[src/hdl/ale_pkg.sv]
// Shared types and constants for the AT line extractor.
// No dependencies; imported by ale_match, ale_seq and at_line_extractor.
`timescale 1ns / 1ps

package ale_pkg;

    localparam int SEQ_SLOTS          = 4;
    localparam int PATTERN_BYTES      = 4;
    localparam int CTRL_W             = 5;
    localparam int CTRL_VALUE_PASS    = 3;
    localparam int CTRL_EXPLICIT_PASS = 4;

    localparam logic [7:0] CHAR_LT = 8'h3C;
    localparam logic [7:0] CHAR_GT = 8'h3E;

    typedef enum logic [1:0] {
        KIND_RESPONSE = 2'd0,
        KIND_PROMPT   = 2'd1,
        KIND_OVERFLOW = 2'd2
    } kind_t;

    typedef enum logic [2:0] {
        REG_SEQ0_PATTERN = 3'd0,
        REG_SEQ1_PATTERN = 3'd1,
        REG_SEQ2_PATTERN = 3'd2,
        REG_SEQ3_PATTERN = 3'd3,
        REG_SEQ0_CONTROL = 3'd4,
        REG_SEQ1_CONTROL = 3'd5,
        REG_SEQ2_CONTROL = 3'd6,
        REG_SEQ3_CONTROL = 3'd7
    } reg_index_t;

    typedef enum logic [2:0] {
        ST_IDLE,
        ST_MATCH,
        ST_LINE,
        ST_TERM,
        ST_OVF
    } state_t;

    typedef struct packed {
        logic        hit;
        logic [2:0]  len;
        logic        first_lt;
        logic        last_gt;
        logic        value_pass;
        logic        explicit_pass;
        logic [31:0] pattern;
    } match_t;

endpackage

[src/hdl/ale_ring.sv]
// Byte ring storage: one write port, one registered read port.
// Depends on nothing; instantiated by at_line_extractor.
`timescale 1ns / 1ps

module ale_ring #(
    parameter int DEPTH = 32,
    localparam int AW = $clog2(DEPTH)
) (
    input  logic          clk,
    input  logic          wr_en,
    input  logic [AW-1:0] wr_addr,
    input  logic [7:0]    wr_data,
    input  logic          rd_en,
    input  logic [AW-1:0] rd_addr,
    output logic [7:0]    rd_data
);

    logic [7:0] mem [DEPTH];

    always_ff @(posedge clk)
    begin
        if (wr_en)
        begin
            mem[wr_addr] <= wr_data;
        end
    end

    always_ff @(posedge clk)
    begin
        if (rd_en)
        begin
            rd_data <= mem[rd_addr];
        end
    end

endmodule

[src/hdl/ale_match.sv]
// Terminator matcher: keeps the newest stored bytes and picks the winning sequence.
// Depends on ale_pkg; instantiated by at_line_extractor.
`timescale 1ns / 1ps

module ale_match #(
    parameter int MAX_SEQ_LEN = 4,
    parameter int NUM_SEQ     = 4,
    parameter int CW          = 6
) (
    input  logic                                        clk,
    input  logic                                        store,
    input  logic [7:0]                                  store_byte,
    input  logic [CW-1:0]                               fill,
    input  logic [ale_pkg::SEQ_SLOTS-1:0][31:0]         seq_pattern,
    input  logic [ale_pkg::SEQ_SLOTS-1:0][ale_pkg::CTRL_W-1:0] seq_control,
    output ale_pkg::match_t                             result
);
    import ale_pkg::*;

    localparam int EFF  = (MAX_SEQ_LEN < PATTERN_BYTES) ? MAX_SEQ_LEN : PATTERN_BYTES;
    localparam int HIST = EFF + 1;

    logic [7:0] hist_reg [HIST];
    logic       first_lt_reg;

    // hist_reg[0] is the newest byte
    always_ff @(posedge clk)
    begin
        if (store)
        begin
            hist_reg[0] <= store_byte;
            for (int i = 1; i < HIST; i++)
            begin
                hist_reg[i] <= hist_reg[i-1];
            end
            if (fill == '0)
            begin
                first_lt_reg <= (store_byte == CHAR_LT);
            end
        end
    end

    always_comb
    begin
        logic [2:0] len;
        logic [2:0] best_len;
        logic [1:0] best_k;
        logic       hit;
        logic       m;
        logic       ok;
        logic       gt;
        best_len = '0;
        best_k   = '0;
        hit      = 1'b0;
        for (int k = 0; k < NUM_SEQ; k++)
        begin
            len = seq_control[k][2:0];
            m   = 1'b0;
            for (int l = 1; l <= EFF; l++)
            begin
                ok = 1'b1;
                for (int j = 0; j < l; j++)
                begin
                    if (seq_pattern[k][8*j +: 8] != hist_reg[l-1-j])
                    begin
                        ok = 1'b0;
                    end
                end
                if (len == 3'(l))
                begin
                    m = ok;
                end
            end
            if (m && (CW'(len) <= fill) && (len > best_len))
            begin
                hit      = 1'b1;
                best_len = len;
                best_k   = 2'(k);
            end
        end
        gt = 1'b0;
        for (int i = 0; i < HIST; i++)
        begin
            if (best_len == 3'(i))
            begin
                gt = (hist_reg[i] == CHAR_GT);
            end
        end
        result.hit           = hit;
        result.len           = best_len;
        result.first_lt      = first_lt_reg;
        result.last_gt       = gt;
        result.value_pass    = seq_control[best_k][CTRL_VALUE_PASS];
        result.explicit_pass = seq_control[best_k][CTRL_EXPLICIT_PASS];
        result.pattern       = seq_pattern[best_k];
    end

endmodule

[src/hdl/ale_seq.sv]
// Sequencer: ring pointers, byte intake, line and terminator emission, output register.
// Depends on ale_pkg; drives ale_ring and reads ale_match results.
`timescale 1ns / 1ps

module ale_seq #(
    parameter int DEPTH = 32,
    localparam int AW = $clog2(DEPTH),
    localparam int CW = $clog2(DEPTH + 1)
) (
    input  logic            clk,
    input  logic            rst_n,
    input  logic            s_tvalid,
    output logic            s_tready,
    input  logic [7:0]      s_tdata,
    output logic            m_tvalid,
    input  logic            m_tready,
    output logic [7:0]      m_tdata,
    output logic [1:0]      m_tuser,
    output logic            m_tlast,
    output logic            wr_en,
    output logic [AW-1:0]   wr_addr,
    output logic [7:0]      wr_data,
    output logic            rd_en,
    output logic [AW-1:0]   rd_addr,
    input  logic [7:0]      rd_data,
    input  ale_pkg::match_t match,
    output logic [CW-1:0]   fill
);
    import ale_pkg::*;

    localparam int SW = AW + 2;

    state_t        state_reg, state_next;
    logic [AW-1:0] head_reg;
    logic [CW-1:0] fill_reg;
    logic [CW-1:0] rem_reg;
    logic          rd_pend_reg;
    logic          out_valid_reg;
    logic [AW-1:0] addr_reg;
    logic          pend_last_reg;
    kind_t         line_kind_reg;
    logic [31:0]   term_pat_reg;
    logic [2:0]    term_len_reg;
    logic [1:0]    term_i_reg;
    logic          explicit_reg;
    logic [7:0]    out_byte_reg;
    kind_t         out_kind_reg;
    logic          out_last_reg;

    logic          accept, full, out_free, land, issue, line_done;
    logic          term_load, term_end, ovf_load;
    logic [CW-1:0] n, cnt;
    logic          wrapped;
    logic [SW-1:0] start_sum;
    logic [AW-1:0] line_start;

    assign accept    = s_tvalid && (state_reg == ST_IDLE);
    assign full      = (fill_reg == CW'(DEPTH));
    assign out_free  = !out_valid_reg || m_tready;
    assign land      = rd_pend_reg && out_free;
    assign issue     = (state_reg == ST_LINE) && (rem_reg != '0) && (!rd_pend_reg || land);
    assign line_done = (state_reg == ST_LINE) && (rem_reg == '0) && (!rd_pend_reg || land);
    assign term_load = (state_reg == ST_TERM) && out_free;
    assign term_end  = term_load && ((3'(term_i_reg) + 3'd1) == term_len_reg);
    assign ovf_load  = (state_reg == ST_OVF) && out_free;

    assign n       = fill_reg - CW'(match.len);
    assign wrapped = (n >= CW'(3)) && match.first_lt && match.last_gt;
    assign cnt     = wrapped ? (n - CW'(2)) : n;

    // oldest stored byte, plus one when the opening bracket is stripped
    always_comb
    begin
        start_sum = SW'(head_reg) + SW'(DEPTH) - SW'(fill_reg) + SW'(wrapped);
        if (start_sum >= SW'(DEPTH))
        begin
            start_sum = start_sum - SW'(DEPTH);
        end
        line_start = start_sum[AW-1:0];
    end

    always_comb
    begin
        state_next = state_reg;
        unique case (state_reg)
            ST_IDLE:
            begin
                if (accept)
                begin
                    state_next = full ? ST_OVF : ST_MATCH;
                end
            end
            ST_MATCH:
            begin
                if (!match.hit || (n == '0))
                begin
                    state_next = ST_IDLE;
                end
                else if (match.value_pass)
                begin
                    state_next = ST_LINE;
                end
                else if (match.explicit_pass)
                begin
                    state_next = ST_TERM;
                end
                else
                begin
                    state_next = ST_IDLE;
                end
            end
            ST_LINE:
            begin
                if (line_done)
                begin
                    state_next = explicit_reg ? ST_TERM : ST_IDLE;
                end
            end
            ST_TERM:
            begin
                if (term_end)
                begin
                    state_next = ST_IDLE;
                end
            end
            ST_OVF:
            begin
                if (ovf_load)
                begin
                    state_next = ST_IDLE;
                end
            end
            default:
            begin
                state_next = ST_IDLE;
            end
        endcase
    end

    always_comb
    begin
        s_tready = (state_reg == ST_IDLE);
        wr_en    = accept && !full;
        wr_addr  = head_reg;
        wr_data  = s_tdata;
        rd_en    = issue;
        rd_addr  = addr_reg;
        m_tvalid = out_valid_reg;
        m_tdata  = out_byte_reg;
        m_tuser  = out_kind_reg;
        m_tlast  = out_last_reg;
        fill     = fill_reg;
    end

    always_ff @(posedge clk or negedge rst_n)
    begin
        if (!rst_n)
        begin
            state_reg     <= ST_IDLE;
            head_reg      <= '0;
            fill_reg      <= '0;
            rem_reg       <= '0;
            rd_pend_reg   <= 1'b0;
            out_valid_reg <= 1'b0;
        end
        else
        begin
            state_reg <= state_next;
            if (accept && !full)
            begin
                head_reg <= (head_reg == AW'(DEPTH - 1)) ? '0 : head_reg + 1'b1;
                fill_reg <= fill_reg + 1'b1;
            end
            else if ((state_reg == ST_MATCH) && match.hit)
            begin
                fill_reg <= '0;
            end
            if (state_reg == ST_MATCH)
            begin
                rem_reg <= cnt;
            end
            else if (issue)
            begin
                rem_reg <= rem_reg - 1'b1;
            end
            if (issue)
            begin
                rd_pend_reg <= 1'b1;
            end
            else if (land)
            begin
                rd_pend_reg <= 1'b0;
            end
            if (land || term_load || ovf_load)
            begin
                out_valid_reg <= 1'b1;
            end
            else if (m_tready)
            begin
                out_valid_reg <= 1'b0;
            end
        end
    end

    always_ff @(posedge clk)
    begin
        if (state_reg == ST_MATCH)
        begin
            addr_reg      <= line_start;
            line_kind_reg <= wrapped ? KIND_PROMPT : KIND_RESPONSE;
            term_pat_reg  <= match.pattern;
            term_len_reg  <= match.len;
            explicit_reg  <= match.explicit_pass;
            term_i_reg    <= '0;
        end
        if (issue)
        begin
            addr_reg      <= (addr_reg == AW'(DEPTH - 1)) ? '0 : addr_reg + 1'b1;
            pend_last_reg <= (rem_reg == CW'(1));
        end
        if (land)
        begin
            out_byte_reg <= rd_data;
            out_kind_reg <= line_kind_reg;
            out_last_reg <= pend_last_reg;
        end
        else if (term_load)
        begin
            out_byte_reg <= term_pat_reg[8*term_i_reg +: 8];
            out_kind_reg <= KIND_PROMPT;
            out_last_reg <= term_end;
            term_i_reg   <= term_i_reg + 1'b1;
        end
        else if (ovf_load)
        begin
            out_byte_reg <= '0;
            out_kind_reg <= KIND_OVERFLOW;
            out_last_reg <= 1'b1;
        end
    end

endmodule

[src/hdl/at_line_extractor.sv]
// Top level of the AT line extractor: configuration registers and block wiring.
// Depends on ale_pkg, ale_ring, ale_match and ale_seq.
// Usage:
//   s_axis carries one received modem byte per transfer in tdata.
//   m_axis carries the result stream: tdata the message byte, tuser the kind
//   (response byte, prompt byte, overflow) and tlast the final byte of a message.
//   cfg_wen/cfg_index/cfg_data write the four terminator patterns and the four
//   control words; write them only while the block is idle.
// Operation:
//   A byte that emits nothing is stored in the ring in ST_IDLE, then the newest
//   bytes are compared against the terminators in ST_MATCH.
//   On a match with value pass set, the line is read back from the ring memory
//   through its registered read port at one byte per cycle while the receiver
//   accepts; with explicit pass set, the terminator bytes follow, after any line,
//   at one per cycle while the receiver accepts.
//   A byte that arrives with the ring full yields one overflow transfer.
// Reset empties the ring and clears all configuration to zero; the ring
// memory itself is not cleared. When the receiver stalls, the output register
// holds its transfer and emission pauses; no input is taken until the current
// byte's last result has been loaded into the output register.
`timescale 1ns / 1ps

module at_line_extractor #(
    parameter int DEPTH       = 32,
    parameter int MAX_SEQ_LEN = 4,
    parameter int NUM_SEQ     = 4
) (
    input  logic        clk,
    input  logic        rst_n,
    input  logic        s_axis_tvalid,
    output logic        s_axis_tready,
    input  logic [7:0]  s_axis_tdata,   // [7:0] rx_byte
    output logic        m_axis_tvalid,
    input  logic        m_axis_tready,
    output logic [7:0]  m_axis_tdata,   // [7:0] out_byte
    output logic [1:0]  m_axis_tuser,   // [1:0] out_kind
    output logic        m_axis_tlast,
    input  logic        cfg_wen,
    input  logic [2:0]  cfg_index,
    input  logic [31:0] cfg_data
);
    import ale_pkg::*;

    localparam int AW = $clog2(DEPTH);
    localparam int CW = $clog2(DEPTH + 1);

    logic [SEQ_SLOTS-1:0][31:0]       pattern_reg;
    logic [SEQ_SLOTS-1:0][CTRL_W-1:0] control_reg;

    logic          wr_en, rd_en;
    logic [AW-1:0] wr_addr, rd_addr;
    logic [7:0]    wr_data, rd_data;
    logic [CW-1:0] fill;
    match_t        match;

    always_ff @(posedge clk or negedge rst_n)
    begin
        if (!rst_n)
        begin
            pattern_reg <= '0;
            control_reg <= '0;
        end
        else if (cfg_wen)
        begin
            unique case (reg_index_t'(cfg_index))
                REG_SEQ0_PATTERN: pattern_reg[0] <= cfg_data;
                REG_SEQ1_PATTERN: pattern_reg[1] <= cfg_data;
                REG_SEQ2_PATTERN: pattern_reg[2] <= cfg_data;
                REG_SEQ3_PATTERN: pattern_reg[3] <= cfg_data;
                REG_SEQ0_CONTROL: control_reg[0] <= cfg_data[CTRL_W-1:0];
                REG_SEQ1_CONTROL: control_reg[1] <= cfg_data[CTRL_W-1:0];
                REG_SEQ2_CONTROL: control_reg[2] <= cfg_data[CTRL_W-1:0];
                REG_SEQ3_CONTROL: control_reg[3] <= cfg_data[CTRL_W-1:0];
                default:          pattern_reg    <= pattern_reg;
            endcase
        end
    end

    ale_ring #(
        .DEPTH (DEPTH)
    ) u_ring (
        .clk     (clk),
        .wr_en   (wr_en),
        .wr_addr (wr_addr),
        .wr_data (wr_data),
        .rd_en   (rd_en),
        .rd_addr (rd_addr),
        .rd_data (rd_data)
    );

    ale_match #(
        .MAX_SEQ_LEN (MAX_SEQ_LEN),
        .NUM_SEQ     (NUM_SEQ),
        .CW          (CW)
    ) u_match (
        .clk         (clk),
        .store       (wr_en),
        .store_byte  (wr_data),
        .fill        (fill),
        .seq_pattern (pattern_reg),
        .seq_control (control_reg),
        .result      (match)
    );

    ale_seq #(
        .DEPTH (DEPTH)
    ) u_seq (
        .clk      (clk),
        .rst_n    (rst_n),
        .s_tvalid (s_axis_tvalid),
        .s_tready (s_axis_tready),
        .s_tdata  (s_axis_tdata),
        .m_tvalid (m_axis_tvalid),
        .m_tready (m_axis_tready),
        .m_tdata  (m_axis_tdata),
        .m_tuser  (m_axis_tuser),
        .m_tlast  (m_axis_tlast),
        .wr_en    (wr_en),
        .wr_addr  (wr_addr),
        .wr_data  (wr_data),
        .rd_en    (rd_en),
        .rd_addr  (rd_addr),
        .rd_data  (rd_data),
        .match    (match),
        .fill     (fill)
    );

`ifndef SYNTHESIS
    a_fill_bound: assert property (@(posedge clk) disable iff (!rst_n)
        fill <= CW'(DEPTH))
        else $error("ring fill count above depth");

    a_full_drop: assert property (@(posedge clk) disable iff (!rst_n)
        (s_axis_tvalid && s_axis_tready && (fill == CW'(DEPTH))) |=> (fill == CW'(DEPTH)))
        else $error("byte stored into a full ring");

    a_store_count: assert property (@(posedge clk) disable iff (!rst_n)
        (s_axis_tvalid && s_axis_tready && (fill != CW'(DEPTH)))
            |=> (fill == $past(fill) + 1'b1))
        else $error("fill count not advanced on a stored byte");

    a_overflow_form: assert property (@(posedge clk) disable iff (!rst_n)
        (m_axis_tvalid && (m_axis_tuser == KIND_OVERFLOW))
            |-> ((m_axis_tdata == 8'h00) && m_axis_tlast))
        else $error("malformed overflow transfer");
`endif

endmodule
[config.mk]
export PLATFORM = sky130hd
export DESIGN_NAME = at_line_extractor
export DESIGN_NICKNAME = d
export VERILOG_FILES = /design/src/hdl/ale_pkg.sv /design/src/hdl/ale_ring.sv /design/src/hdl/ale_match.sv /design/src/hdl/ale_seq.sv /design/src/hdl/at_line_extractor.sv
export SDC_FILE = /design/constraint.sdc
export NUM_CORES = 1
export LEC_CHECK = 0
export ABC_CLOCK_PERIOD_IN_PS = 10350
export BUFFER_PORTS_ARGS = -buffer_cell sky130_fd_sc_hd__buf_2
export CORE_ASPECT_RATIO = 1.5
export CORE_MARGIN = 5
export CORE_UTILIZATION = 35
export DETAILED_ROUTE_END_ITERATION = 16
export MAX_ROUTING_LAYER = met4
export PLACE_DENSITY_LB_ADDON = 0.25
export REMOVE_ABC_BUFFERS = 1
export SYNTH_ARGS = -nofsm -noshare
export SYNTH_HDL_FRONTEND = slang
export SYNTH_SLANG_ARGS = --single-unit
[constraint.sdc]
create_clock -name clk -period 10.35 [get_ports clk]
set_clock_uncertainty 0.2 [all_clocks]
set_input_delay 0.5175 -clock clk [delete_from_list [all_inputs] [get_ports clk]]
set_output_delay 0.5175 -clock clk [all_outputs]
set_load 0.05 [all_outputs]
# Word level (Yosys, flattened, before mapping)
# Memory sizes are Yosys's and may differ from the RTL's. A register that Yosys moved wholly into a read port is not among the register bits.
# Index checks and enable logic that the tools add are counted.
word_totals:
  ff_bits: 228
  ramBits: 296
  input_bits: 48
  out_inout_bits: 13
  word_cells: 304
  memories: 2
memory_table:
  columns: ["memory", "depth", "width", "rd", "rd_ports_with_merged_regs", "wr", "line_no", "source"]
  rows:
  - ["u_ring.mem", 32, 8, 1, 1, 1, "ale_ring.sv:18", "logic [7:0] mem [DEPTH];"]
  - ["u_match.hist_reg", 5, 8, 5, 0, 5, "ale_match.sv:23", "logic [7:0] hist_reg [HIST];"]
classes:
  n_addsub: 12
  magnitude_cmp: 11
  n_eq_ne: 86
  shifts: 1
  mux: 115
  n_reduce_logical: 52
ops:
  columns: ["operator", "count"]
  rows:
  - ["$ne 8x8->1", 40]
  - ["$mux 1", 76]
  - ["$bmux 32 s2", 1]
  - ["$eq 8x6->1 const B", 6]
  - ["$eq 3x2->1 const B", 14]
  - ["$mux 3", 11]
  - ["$mux 32", 1]
  - ["$shiftx 32x6->8", 1]
  - ["$eq 3x3->1 const B", 10]
  - ["$mux 5", 6]
  - ["$mux 6", 5]
  - ["$le 3x6->1", 4]
  - ["$mux 8", 3]
  - ["$eq 3x1->1 const B", 7]
  - ["$logic_and 1x1->1", 21]
  - ["$mux 2", 10]
  - ["$logic_not 6->1", 3]
  - ["$reduce_and 2->1", 9]
  - ["$pmux 3 s5", 1]
  - ["$add 5x1->5 const B", 2]
  - ["$bmux 5 s2", 1]
  - ["$eq 5x5->1 const B", 2]
  - ["$gt 3x3->1", 3]
  - ["$logic_not 3->1", 3]
  - ["24 further kinds", 37]

# Logic depth before layout (Yosys ltp)
# An unclocked memory read counts as a cell.
depth:
  ltp_word: 31
  depth_mapped: 45
  ltp_nobuf: 44

# By module
# A second synthesis with hierarchy kept.
unflattened:
  cells_unflattened: 2068
  hier_area_um2: 28025.6
modules_own_cells:
  columns: ["mod", "instances", "cells_each", "area_each_um2", "seq_area_each_um2"]
  rows:
  - ["ale_ring", 1, 417, 10133.5, 7927.6]
  - ["ale_match", 1, 993, 8081.5, 1231.2]
  - ["at_line_extractor", 1, 322, 5734.2, 3703.6]
  - ["ale_seq", 1, 336, 4076.4, 2212.1]

# Least setup slack after synthesis
# OpenSTA, ideal clock, no wires.
synth_path:
  path_type: "reg2reg"
  start: "memory u_match.hist_reg[0][4]"
  end: "register u_seq.addr_reg[4] (netlist: u_seq.rd_addr[4]) (data pin)"
  setup_time_ns: 0.272
  t_arrival_ns: 7.730
  required_time_ns: 9.878
  slack_ns: 2.148
  stages_incl_launch_ff: 45
  n_path_buf: 2
  period_less_slack_ns: 8.202
  path_cell_list: "edfxtp_1 > buf_4 > buf_2 > xor2_1 > nor4_1 > nand4_1 > o31ai_1 > o2111ai_1 > ha_1 > nor2b_1 > o21a_1 > o21ai_0 > nor2_1 > nand2_1 > mux2_2 > ha_1 > or3_1 > nand4_1 > [... 9 more ...] > o21a_1 > inv_1 > ha_1 > inv_1 > ha_1 > a221o_1 > a21oi_2 > xor2_2 > nor2_1 > nor2_1 > ha_1 > inv_1 > fa_1 > inv_1 > a21o_1 > a21oi_1 > xnor2_1 > a21oi_1"
synth_lines:
  columns: ["element", "line_no", "source"]
  rows:
  - ["from (decl)", "ale_match.sv:23", null]
  - ["to (signal assigned)", "ale_seq.sv:209", "addr_reg <= line_start;"]
  - ["to (signal assigned)", "ale_seq.sv:218", "addr_reg <= (addr_reg == AW'(DEPTH - 1)) ? '0 : addr_reg + 1'b1;"]
  - ["to (decl)", "ale_seq.sv:39", "logic [AW-1:0] addr_reg;"]

==> results by group <==
Critical path
  • Register-to-register setup slack: 0.63 ns
  • Required time worst endpoint: 10.52 ns
  • Setup crit end kind: register
  • Critical path's most frequent cell: sky130_fd_sc_hd__ha_1
  • CP max-delay cell: sky130_fd_sc_hd__edfxtp_1
  • Critical path data arrival time: 9.89 ns
  • Setup CP Type: register to register
  • Highest fanout seen on the critical path: 8
  • Startpoint types: register
  • Worst path max stage delay: 0.56 ns

Yosys
  • Mapped cell area: 27550 um2
  • Number of flops mapped to enable cells by yosys: 359
  • Post-synthesis average cell area: 13.40 um2
  • Post-synth ARST share: 32.02%
  • Count of mapped cells out of synthesis: 2057
  • Synth Register Bits: 531
  • Top flip-flop cell by instance count after synthesis: sky130_fd_sc_hd__edfxtp_1
  • Number of warning messages in the yosys log: 0
  • Count of distinct cell types in the synthesized netlist: 85
  • Sequential share of the synthesized area: 54.71%

Drt
  • Drt wl/cell: 31.51 um
  • Wire length reported by the detailed router: 99.90 mm
  • Number of design rule violations left after detail routing: 0
  • DRC violation total after the first TritonRoute iteration: around 1400
  • Routed Antenna Nets: 0
  • Via-to-Cell Ratio: about 5.6
  • Number of iterations in the first detailed-routing pass: 5
  • Via total after detailed routing: approximately 18000

Power and ir drop
  • Post-layout total power: 8199 uW
  • Leakage power total: 0.01106 uW
  • P per Cell Area: 264.9 nW/um2
  • Highest ir drop seen on vdd: roughly 180 uV

Timing
  • Count of endpoints failing hold in the final timing report: 0
  • Number of setup violations in the final report: 0
  • Tmin final: between 9 and 10 ns
  • Share of the clock period used by the worst path after layout: 93.96%
  • Rel. slew slack: 7.656%
  • Max Clk Rate: 102.8 MHz
  • Unrepaired setup endpoints after global routing: false
  • Setup TNS: 0 ns
  • Number of max-slew violations in the final report: 0
  • Worst-margin pin slew: 1.373 ns

Clocking
  • Clock slew seen by the registers of the worst setup and hold paths: 0.06 ns
  • Clock Latency Late Sink: around 0.64 ns
  • TritonCTS clock tree: done
  • Maximum buffer depth of the clock tree: 3
  • CTS-repair resized insts: 0
  • Number of levels in the clock H-tree: 2
  • Clock buffer count from CTS: 54
  • Clk root buf: sky130_fd_sc_hd__clkbuf_16
  • Clock Sinks: 531

Die
  • Die extent in x: approximately 240 um
  • Vertical die dimension: around 350 um
  • Core Footprint: 78350 um2
  • Starting density of the core: 35.17%
  • Rows: 126
  • Full die area: about 85000 um2
  • I/O pin count: 61

Layout
  • Leading cell types in the layout, fill and taps excluded: 359 x sky130_fd_sc_hd__edfxtp_1, 192 x sky130_fd_sc_hd__xor2_1, 170 x sky130_fd_sc_hd__dfrtp_1
  • Ratio of cells with drive above 1 in the final layout: 22.36%
  • Number of flip-flops in the largest register: 256
  • Area growth syn-to-layout: 12.34%
  • Layout net count: 2192
  • Most common cell after layout, fill and taps aside: sky130_fd_sc_hd__edfxtp_1
  • Final cell count without fillers: approximately 3200

Global routing
  • Total routing usage reported by global routing: 23.82%
  • Pin count of the biggest net entering global routing: 105
  • Total global routing overflow: 0
  • Met2 layer usage reported by global route: 41.82%
  • Antenna violations before repair: 5
  • Vias in the first global route: 18703
  • Peak-usage layer in the global routing report: met2
  • Global-route wire length before repair: between 100 and 150 mm
  • Global routing usage on met1: between 20% and 30%
  • GR Util met3: 2.556%

Place
  • Cell total after placement: 3041
  • Weighted congestion reported at the end of routability-driven placement: 1.055
  • # port buffers: 60
  • HPWL reported at the end of detailed placement: roughly 74 mm

Run status
  • Result of the run: finished, final reports clean

Worst hold path
  • Tightest Hold Check Type: input pin to register

Run
  • Reported max-cap violation count: 0
[path summary, 6_finish.rpt]
kind / cells after the start / startpoint / end
max: 44 / u_match.hist_reg[0][2]$_DFFE_PP_ / u_seq.rd_addr[4]$_DFFE_PP_
min: 2 / cfg_data[16] / pattern_reg[16]$_DFFE_PN0P_
max reg2reg: 44 / u_match.hist_reg[0][2]$_DFFE_PP_ / u_seq.rd_addr[4]$_DFFE_PP_
min reg2reg: 1 / control_reg[19]$_DFFE_PN0P_ / control_reg[19]$_DFFE_PN0P_
max in group asynchronous: 3 / rst_n / u_seq.rem_reg[1]$_DFFE_PN0P_
min in group asynchronous: 2 / rst_n / pattern_reg[85]$_DFFE_PN0P_
[synthesized netlist by cell type, drive strengths merged, types with 9 or more instances]
library cell | count | share of area [%]
mux2i | 37 | 1.3
buf | 68 | 1.3
nand4 | 62 | 1.4
clkbuf | 87 | 1.2
edfxtp | 359 | 39
xnor2 | 149 | 4.7
nand2 | 67 | 0.91
nor2 | 110 | 1.5
a211oi | 37 | 1.0
a31oi | 15 | 0.34
o21a | 13 | 0.35
nand3 | 30 | 0.54
nor4 | 65 | 1.5
dfrtp | 170 | 15
a21oi | 25 | 0.47
nand2b | 10 | 0.23
mux4 | 88 | 7.2
nand4b | 9 | 0.29
inv | 35 | 0.48
mux2 | 157 | 6.4
ha | 41 | 1.9
or3 | 10 | 0.23
o21ai | 29 | 0.53
a21o | 37 | 1.0
xor2 | 193 | 6.2
nor3 | 33 | 0.60
[per-layer routing]
metal	vias to the layer above	part of all wire, %
met2	596	52
met3	271	3.7
met4	0	7.8
met5	-	0
li1	7810	-
met1	9221	36
[final cells by class]
type | count | area (um2)
inverters | 37 | 138.9
clock buffers | 71 | 1539
repair buffers | 144 | 1007
well taps | 1024 | 1281
fillers | 7327 | 47400
diodes | 4 | 10.01
multi-input cells | 1334 | 11710
clock inverters | 25 | 197.7
flip-flops and latches | 531 | 15070
[worst max-delay path, delay by kind of cell (launching register included)]
kind,cells,cell delay [ns]
buf+inv,5,0.53
fa+ha+maj,7,2.01
mux,1,0.37
xor+xnor,3,0.53
simple gates,12,2.26
compound gates,16,3.04
flops,1,0.56
[what timing repair did]
item	CTS	global route
buffers inserted	0	7
setup endpoints to repair	0	1
endpoints found under the hold margin	182	0
hold buffers	22	0
[power breakdown]
group | switching, uW | internal [uW]
Combinational | 1710 | 1240
Clock | 873 | 1100
Sequential | 588 | 2690
[cells by family after synthesis]
family	after synthesis	synth area share, %
AO/OA/AOI/OAI	215	5.803
multiplexers	282	14.95
flip-flops	531	54.71
XOR/XNOR	342	10.90
adder cells (fa/ha/maj)	43	1.971
AND/OR/NAND/NOR	452	8.714
buffers and inverters	192	2.952
[stage by stage]
step | area, um2 | hold WS (ns) | setup WS, ns | util (%)
2_1_floorplan | 26880 | 0.02191 | 0.6656 | -
3_5_place_dp | 28940 | 0.2978 | 0.6871 | 36.93
6_report | 30950 | 0.03282 | 0.6253 | 39.51
3_3_place_gp | 28940 | 0.2897 | 0.9307 | 36.93
5_1_grt | 30950 | 0.02120 | 0.005980 | 39.50
4_1_cts | 30890 | 0.003100 | 0.6903 | 39.43
(Power assumes the default switching activity.)
